## config.mk

```make
export PLATFORM = sky130hd
export DESIGN_NAME = kabf_div
export DESIGN_NICKNAME = d
export VERILOG_FILES = /design/src/hw/rtl/kabf_pkg.sv /design/src/hw/rtl/kabf_div.sv
export SDC_FILE = /design/constraint.sdc
export NUM_CORES = 1
export LEC_CHECK = 0
export BUFFER_PORTS_ARGS = -buffer_cell sky130_fd_sc_hd__buf_2
export CAP_MARGIN = 20
export CORE_MARGIN = 1
export CORE_UTILIZATION = 38
export DETAILED_ROUTE_END_ITERATION = 7
export PLACE_DENSITY = 0.55
export SLEW_MARGIN = 15
export SYNTH_ARGS = -nofsm -noshare
export SYNTH_HDL_FRONTEND = slang
export SYNTH_SLANG_ARGS = --single-unit
```

## constraint.sdc

```tcl
create_clock -name clk -period 8.4 [get_ports clk]
set_clock_uncertainty 0.15 [all_clocks]
set_input_delay 0.42 -clock clk [delete_from_list [all_inputs] [get_ports clk]]
set_output_delay 0.42 -clock clk [all_outputs]
set_load 0.03 [all_outputs]
```

## src/hw/rtl/kabf_pkg.sv

```systemverilog
// ----------------------------------------------------------------------------
// kabf_pkg
// shared types, constants and fixed-point helpers of the angle/bias filter
// ----------------------------------------------------------------------------
package kabf_pkg;

	localparam int AXIS_COUNT_DEF = 2;
	localparam int CFG_W          = 31;
	localparam int CFG_IDX_W      = 2;
	localparam int DATA_W         = 32;

	localparam logic [CFG_IDX_W-1:0] REG_PN_ANGLE = 2'd0;
	localparam logic [CFG_IDX_W-1:0] REG_PN_BIAS  = 2'd1;
	localparam logic [CFG_IDX_W-1:0] REG_MEAS_N   = 2'd2;
	localparam logic [CFG_IDX_W-1:0] REG_PERIOD   = 2'd3;

	localparam logic [CFG_W-1:0] PN_ANGLE_RST = 31'd1073742;
	localparam logic [CFG_W-1:0] PN_BIAS_RST  = 31'd3221225;
	localparam logic [CFG_W-1:0] MEAS_N_RST   = 31'd536870912;
	localparam logic [CFG_W-1:0] PERIOD_RST   = 31'd21474836;

	localparam logic signed [DATA_W-1:0] ONE_Q30 = 32'sd1073741824;

	typedef logic signed [DATA_W-1:0] q_t;

	// divider request and response
	typedef struct packed {
		logic start;
		q_t   num;
		q_t   den;
	} div_req_t;

	typedef struct packed {
		logic done;
		q_t   quot;
	} div_rsp_t;

	function automatic q_t sat32(input logic signed [65:0] v);
		if (v > 66'sd2147483647) begin
			return 32'sh7fffffff;
		end else if (v < -66'sd2147483648) begin
			return 32'sh80000000;
		end
		return v[31:0];
	endfunction

	// product already registered: round half up by 2^30, saturate
	function automatic q_t rnd_q30(input logic signed [63:0] p);
		logic signed [65:0] s;
		s = ($signed({{2{p[63]}}, p}) + 66'sd536870912) >>> 30;
		return sat32(s);
	endfunction

endpackage

```

## src/hw/rtl/kabf_div.sv

```systemverilog
// ----------------------------------------------------------------------------
// kabf_div
// restoring divider, one quotient bit per cycle: (num * 2^30) / den, truncated
// toward zero and saturated to 32 bits
// ----------------------------------------------------------------------------
module kabf_div
	import kabf_pkg::*;
(
	input  logic     clk,
	input  logic     arst_n,
	input  div_req_t req,
	output div_rsp_t rsp
);

	localparam int NW = 62;
	localparam int CW = 6;

	logic            busy_q;
	logic [CW-1:0]   cnt_q;
	logic [NW-1:0]   num_q;
	logic [32:0]     rem_q;
	logic [32:0]     den_q;
	logic [NW-1:0]   quo_q;
	logic            neg_q;
	logic            done_q;
	q_t              quot_q;
	logic [33:0]     trial;
	logic [33:0]     shifted;
	logic [NW-1:0]   quo_n;
	logic signed [65:0] signed_quo;

	assign shifted = {rem_q, num_q[NW-1]};
	assign trial   = shifted - {1'b0, den_q};
	assign quo_n   = {quo_q[NW-2:0], ~trial[33]};
	assign signed_quo = neg_q ? -$signed({4'b0, quo_n}) : $signed({4'b0, quo_n});

	always_ff @(posedge clk or negedge arst_n) begin
		if (!arst_n) begin
			busy_q <= 1'b0;
			done_q <= 1'b0;
			cnt_q  <= '0;
		end else begin
			done_q <= 1'b0;
			if (req.start) begin
				busy_q <= 1'b1;
				cnt_q  <= CW'(NW - 1);
			end else if (busy_q) begin
				cnt_q <= cnt_q - 1'b1;
				if (cnt_q == '0) begin
					busy_q <= 1'b0;
					done_q <= 1'b1;
				end
			end
		end
	end

	always_ff @(posedge clk) begin
		if (req.start) begin
			num_q <= {(req.num[31] ? 32'(-{req.num[31], req.num}) : req.num), 30'b0};
			den_q <= req.den[31] ? 33'(-{req.den[31], req.den}) : {1'b0, req.den};
			rem_q <= '0;
			quo_q <= '0;
			neg_q <= req.num[31] ^ req.den[31];
		end else if (busy_q) begin
			num_q <= {num_q[NW-2:0], 1'b0};
			rem_q <= trial[33] ? shifted[32:0] : trial[32:0];
			quo_q <= quo_n;
			if (cnt_q == '0) begin
				quot_q <= sat32(signed_quo);
			end
		end
	end

	assign rsp.done = done_q;
	assign rsp.quot = quot_q;

endmodule

```

==> reports/qor.txt, run 1 <==
drt first pass iters: 5
end of the worst register-to-register path: quot_q[0]
global-route wire length before repair: 51.8 mm
register area share after synthesis: 38.1%
remaining antenna violation count: 0
initial drt markers: 768
post-synth top area share: 22.3%
Die X: 188 um
Fillers: 3365
Slew headroom: 33.4%
Mapped Nets: 1604
grt total ovfl: 0
Simple-Gate Fraction of Synth Area: 21.0%
WHS Endpoint: den_q[0]
leading register cell type out of synthesis: edfxtp_1
leakage: 6.06 nW
Synth Area in XOR/XNOR: 8.31%
largest net degree at the start of global routing: 84
post-synth cell types: 83
fmax: 142 MHz
WP data arrival: 7180 ps
hpwl dp: 21.4 mm
Hold Crit Class: in2reg
Initial Utilization: 39.0%
FP Rows: 67
unrepaired setup endpoints after global routing: false
worst vdd ir: 0.146 mV
Netlist Area Pre-Place: 0.0132 sq mm
fin crit period: 7050 ps
Synthesis Warnings: 0
max cap viols: 0
Finish-stage setup viols: 0
status: complete, no violations
crit path max fanout: 31
Final #Nets: 1634
drt wl/cell: 15.4 um
R2R cell count: 22
PortBufs: 99
initial antenna violation count: 0
DR vias: 10900
Avg Cell Area, Syn: 8.80 sq um
CTS Root Cell: clkbuf_16
final worst path period share: 83.9%
die area: 0.0354 sq mm
I/O pin cnt: 100
final RePlAce weighted congestion: 0.880
main combinational cell family by area after synthesis: simple AND/OR/NAND/NOR gates
Synth Area in Compound Gates: 18.2%
CTS tree: yes
flops & latches, synth: 200
Detailed Route WL: 30.6 mm
GRT Total Usage: 17.8%
r2r startpoint: den_q[6]
crit path launch type: register
CP endpoint kind: register
P per Cell Area: 145 mW/mm^2
CTS clk-pin slew, worst paths: 70 ps
Die H: 188 um
TNS Setup: 0 ps
ANT cells: 0
# clock sinks: 200
Worst-Skew Late Latency: 450 ps
dominant cell type by area after synthesis: edfxtp_1
Area contributors post-synth: edfxtp_1 (22%), dfxtp_1 (14%), xnor2_1 (5.6%)
Hold Crit Start: req[0]
Post-synth EDFFs: 98
CTS Buf Count: 17
Worst-Margin Slew: 999 ps
Max Buffers Root-to-Sink: 2
DRC Markers: 0
multiplexer share of the synthesized area: 5.42%
final hold vios: 0
final slew viol count: 0
Area Overhead vs Synth: 10.1%
final core occ: 42.9%
slack of the worst reg-to-reg path: 1350 ps
adder-cell share of the synthesized area: 3.76%
Async SR Flop Fraction: 4.00%
Via density: 5.47
CTS H-Tree Depth: 4
Post-Syn Instances: 1498
WHS Path Cells: 1
Core Box Area: 0.0338 sq mm
layout cells sized above 1: 13.0%
vias in the first global route: 10200
CP Data Required Time: 8530 ps
critical path type: reg2reg
## per-layer routing
metal / wire (um) / global-route usage (%)
met1: 14500 / 23.5
met2: 14500 / 29.7
met3: 1220 / 3.00
met4: 391 / 5.16
met5: 0 / 0
## power by group
part / switching, mW / internal, mW
Clock: 0.391 / 0.425
Sequential: 0.0122 / 1.07
Combinational: 0.128 / 0.0827
## cell usage in the layout, fill, tap and decap left out, types with 14 or more instances in the layout
cell / Yosys / layout
nor2_1: 187 / 187
nand2_1: 144 / 144
edfxtp_1: 98 / 98
buf_2: 5 / 98
dfxtp_1: 94 / 94
xnor2_1: 84 / 84
a21oi_1: 72 / 72
mux2i_1: 68 / 68
inv_1: 62 / 62
o21ai_0: 59 / 59
nand3_1: 49 / 49
xor2_1: 41 / 41
ha_1: 38 / 38
o31ai_1: 33 / 33
nor3_1: 31 / 31
o211ai_2: 26 / 26
or4_1: 23 / 23
a311oi_1: 19 / 19
clkbuf_16: 0 / 19
or3_1: 18 / 18
nor4_1: 19 / 18
nand2b_1: 17 / 17
o41ai_1: 16 / 16
nand4_1: 14 / 14
## synth_stat cells (all sizes together), types with 6 or more instances
cell / count
nor2: 187
nand2: 144
edfxtp: 98
dfxtp: 94
xnor2: 84
a21oi: 72
clkbuf: 72
mux2i: 68
o21ai: 64
inv: 63
nand3: 49
xor2: 41
ha: 38
o31ai: 33
nor3: 32
buf: 30
o211ai: 29
or4: 25
nor4: 23
a311oi: 19
or3: 18
nand2b: 17
o41ai: 17
nand4: 16
a211oi: 13
a31oi: 12
o21a: 11
or2: 11
and3: 10
and2: 9
nor2b: 9
dfrtp: 8
o31a: 6
## worst max path at each step
stage | start | to | slack (ps) | cells after the start
floorplan | den_q[6] | quot_q[1] | 1560 | 25
global placement | den_q[6] | quot_q[0] | 1620 | 22
detailed placement | den_q[6] | quot_q[0] | 1340 | 22
CTS | den_q[6] | quot_q[0] | 1300 | 22
global route | den_q[6] | quot_q[0] | 790 | 22
finish | den_q[6] | quot_q[0] | 1350 | 22
## state kept, by name (all words and copies together), names as in the netlist
register / flops
quot_q: 32
quo_q: 61
busy_q: 1
done_q: 1
cnt_q: 6
rem_q: 33
den_q: 33
num_q: 32
neg_q: 1
## logic make-up (layout without fill, tap and decap cells)
family | after synthesis | in the layout
DFF | 200 | 200
AOI/OAI and AO/OA | 329 | 329
xor gates and xnor gates | 125 | 125
other | 1 | 1
adders and majority gates | 39 | 39
muxes | 71 | 71
buffers and inverters | 165 | 208
and+or+nand+nor | 568 | 568
## through the flow
step	total power [mW]	hold WS, ps	worst slack, ps	cell area [sq um]	cells
finish	2.10	29.0	1350	14500	1989
global route	2.20	18.2	785	14500	1989
CTS	2.13	7.43	1300	14500	1989
detailed placement	1.31	134	1340	13900	1956
global placement	1.31	129	1620	13900	1955
floorplan	1.24	-25.6	1560	13200	1498
## area by class of cell
cell class              count  area (sq um)  share of cell area, %
clock inverters            12          82.6                  0.569
flip-flops and latches    200          5030                   34.7
well taps                 448           561                   3.86
clock buffers              20           489                   3.37
inverters                  63           236                   1.63
repair buffers            113           617                   4.25
multi-input cells        1133          7490                   51.6
## worst max-delay path, stage by stage, from the launching register on
cell and delay, ps:
edfxtp_1 370, inv_1 70, ha_1 260, a2111oi_0 600
a21oi_1 210, a211o_1 380, a21oi_1 410, nor3_4 70
buf_4 260, inv_2 90, ha_1 170, or4b_1 540
nor2_1 390, nand4_4 230, o31ai_1 300, xor2_1 130
or4_1 530, or4_1 400, nor4_1 190, nand2_1 110
or4b_1 480, buf_4 290, o221ai_1 250
## repair_timing
action                                 CTS  global route
resized for setup                        0             0
hold buffers                             1             0
setup buffers                            0             0
endpoints found under the hold margin    8             0
No activity file was read; power rests on OpenSTA's default activity.
==> run 2: changes to the inputs <==
- ABC_AREA: not set -> 1
- PLACE_DENSITY: 0.55 -> 0.57
- clock period: 8.4 -> 5.85 ns (I/O delays scaled with it)
==> reports/qor.txt, run 2 <==
drt first pass iters: 5
post-route insts no fill: 2239
worst vdd ir: 0.234 mV
critical path type: reg2reg
adder-cell share of the synthesized area: 3.91%
footprint of the multi-input gates: 0.00659 sq mm
max cap viols: 0
Post-synth EDFFs: 98
fmax: 211 MHz
PortBufs: 99
initial drt markers: 776
Most common cell on crit path: nand2_1
Synthesis Warnings: 0
Reg with most FFs: quo_q
most numerous cell in the Yosys netlist: nand2_1
WHS Endpoint: den_q[5]
r2r startpoint: den_q[2]
GRT Total Usage: 19.8%
DR vias: 11400
crit path from: den_q[2]
register area share after synthesis: 39.6%
Crit-path slowest cell: nand2_2
P per Cell Area: 372 mW/mm^2
final hold vios: 0
Power Total: 5.34 mW
Area Overhead vs Synth: 13.2%
Post-Syn Instances: 1701
max FFs per register: 61
Netlist Area Pre-Place: 0.0127 sq mm
Core Box Area: 0.0327 sq mm
largest registers: quo_q (61), den_q (33), rem_q (33)
CP endpoint kind: register
Avg Cell Area, Syn: 7.46 sq um
Worst-Margin Slew: 947 ps
main combinational cell family by area after synthesis: simple AND/OR/NAND/NOR gates
CTS Buf Count: 17
global-route wire length before repair: 53.7 mm
CTS H-Tree Depth: 4
register area: 0.00502 sq mm
fin crit period: 4740 ps
top post-synthesis cells by count: nand2_1 (386), inv_1 (214), nor2_1 (189), edfxtp_1 (98), dfxtp_1 (94)
ANT cells: 0
commonest non-fill, non-tap cell in the layout: nand2_1
hold buffers post-CTS: 10
unrepaired setup endpoints after global routing: false
Die X: 185 um
CTS tree: yes
grt total ovfl: 0
Final #Nets: 1890
Area contributors post-synth: edfxtp_1 (23%), dfxtp_1 (15%), nand2_1 (11%)
WHS Path Cells: 2
dominant cell type by area after synthesis: edfxtp_1
vias in the first global route: 10900
CP Data Required Time: 5880 ps
leakage: 6.50 nW
flops & latches, synth: 200
post-synth cell types: 51
Worst-Skew Late Latency: 460 ps
Async SR Flop Fraction: 4.00%
crit path launch type: register
Detailed Route WL: 32.9 mm
initial antenna violation count: 0
crit path max fanout: 31
remaining antenna violation count: 0
Synth Area in XOR/XNOR: 8.56%
Max Buffers Root-to-Sink: 2
CP Buf/Inv Count: 1
Fillers: 3403
Placed Cells incl. Taps: 2196
critical path's top delay family: simple AND/OR/NAND/NOR gates
worst setup margin: 1110 ps
multiplexer share of the synthesized area: 0%
DRC Markers: 0
Die H: 185 um
met3 routed WL: 1.21 mm
I/O pin cnt: 100
Initial Utilization: 38.8%
status: complete, no violations
final slew viol count: 0
drt wl/cell: 14.7 um
most frequent cells in the layout: nand2_1 (385), inv_1 (214), nor2_1 (188), buf_2 (99), edfxtp_1 (98)
leading register cell type out of synthesis: edfxtp_1
TNS Setup: 0 ps
post-synth top area share: 23.2%
buffers inserted by post-CTS timing repair: 0
Hold Crit Class: in2reg
metal2 WL: 15.3 mm
Post-Place Worst Slack: 1140 ps
WP data arrival: 4770 ps
Slew headroom: 36.7%
R2R cell count: 31
final worst path period share: 81.1%
largest net degree at the start of global routing: 90
CTS clk-pin slew, worst paths: 80 ps
slack of the worst reg-to-reg path: 1110 ps
Metal-1 WL: 15.5 mm
layout cells sized above 1: 10.4%
CTS Root Cell: clkbuf_16
hpwl dp: 24.3 mm
# clock sinks: 200
Via density: 5.07
CP max stage delay: 440 ps
Hold Crit Start: req[5]
Max Used Layer: met4
final RePlAce weighted congestion: 0.994
Finish-stage setup viols: 0
end of the worst register-to-register path: quot_q[13]
Simple-Gate Fraction of Synth Area: 26.0%
Synth Area in Compound Gates: 13.3%
Resize count post-CTS: 0
FP Rows: 66
Mapped Nets: 1807
die area: 0.0341 sq mm
==> run 2: changes by cell type in the layout (fill, tap and decap cells not counted), sizes merged, moves of 25 or more <==
| cell | previous run | this run |
|---|---|---|
| mux2i | 68 | 0 |
| o22ai | 2 | 72 |
| o21ai | 64 | 106 |
| o31ai | 33 | 4 |
| xnor2 | 84 | 32 |
| or4 | 25 | 0 |
| xor2 | 41 | 92 |
| inv | 70 | 223 |
| nand3 | 49 | 78 |
| nand2 | 144 | 402 |
==> run 2: worst max-delay path by stage <==
| stage | end | slack [ps] | cells past startpoint |
|---|---|---|---|
| after floorplan | quot_q[25] | 1620 | 30 |
| after global placement | quot_q[5] | 1310 | 29 |
| after detailed placement | quot_q[10] | 1140 | 31 |
| after CTS | quot_q[13] | 1120 | 31 |
| after global routing | quot_q[13] | 610 | 31 |
| final | quot_q[13] | 1110 | 31 |
==> run 2: kinds of logic (layout without fill, tap and decap cells) <==
| logic type | Yosys count | count (layout) |
|---|---|---|
| AOI/OAI and AO/OA | 295 | 295 |
| xor gates and xnor gates | 124 | 124 |
| adders and majority gates | 39 | 39 |
| buffers and inverters | 273 | 369 |
| DFF | 200 | 200 |
| other | 1 | 1 |
| and+or+nand+nor | 769 | 769 |
==> run 2: metrics by stage <==
stage	hold WS, ps	instance area [sq um]	util (%)
2_1_floorplan	-153	12700	-
3_3_place_gp	-3.91	13600	41.4
3_5_place_dp	-2.33	13600	41.4
4_1_cts	2.01	14300	43.8
5_1_grt	12.1	14400	43.9
6_report	25.5	14400	43.9
==> run 2: worst reg2reg max path, delay by kind of cell, from the launching register on <==
kind                     cells  cell delay, ps
AO/OA/AOI/OAI                1             230
XOR/XNOR                     1             180
adder cells (fa/ha/maj)      2             480
buffers and inverters        1              70
flip-flops                   1             370
AND/OR/NAND/NOR             26            2970
==> run 2: final cells by class <==
class                   instances  share of cell area, %
clock buffers                  18                   3.06
clock inverters                14                   1.62
inverters                     217                   5.67
multi-input cells            1228                   45.9
flip-flops and latches        200                   35.0
well taps                     442                   3.85
repair buffers                120                   4.86
==> run 2: power by group <==
group          switching, mW  internal [mW]
combinational           1.47          0.784
sequential            0.0807           1.65
clock                  0.571          0.784
==> run 2: metal layers <==
metal | track usage (%) | up-vias
li1 | - | 5798
met1 | 25.8 | 5264
met3 | 2.98 | 39
met5 | 0 | -
met2 | 33.3 | 259
met4 | 7.04 | 0
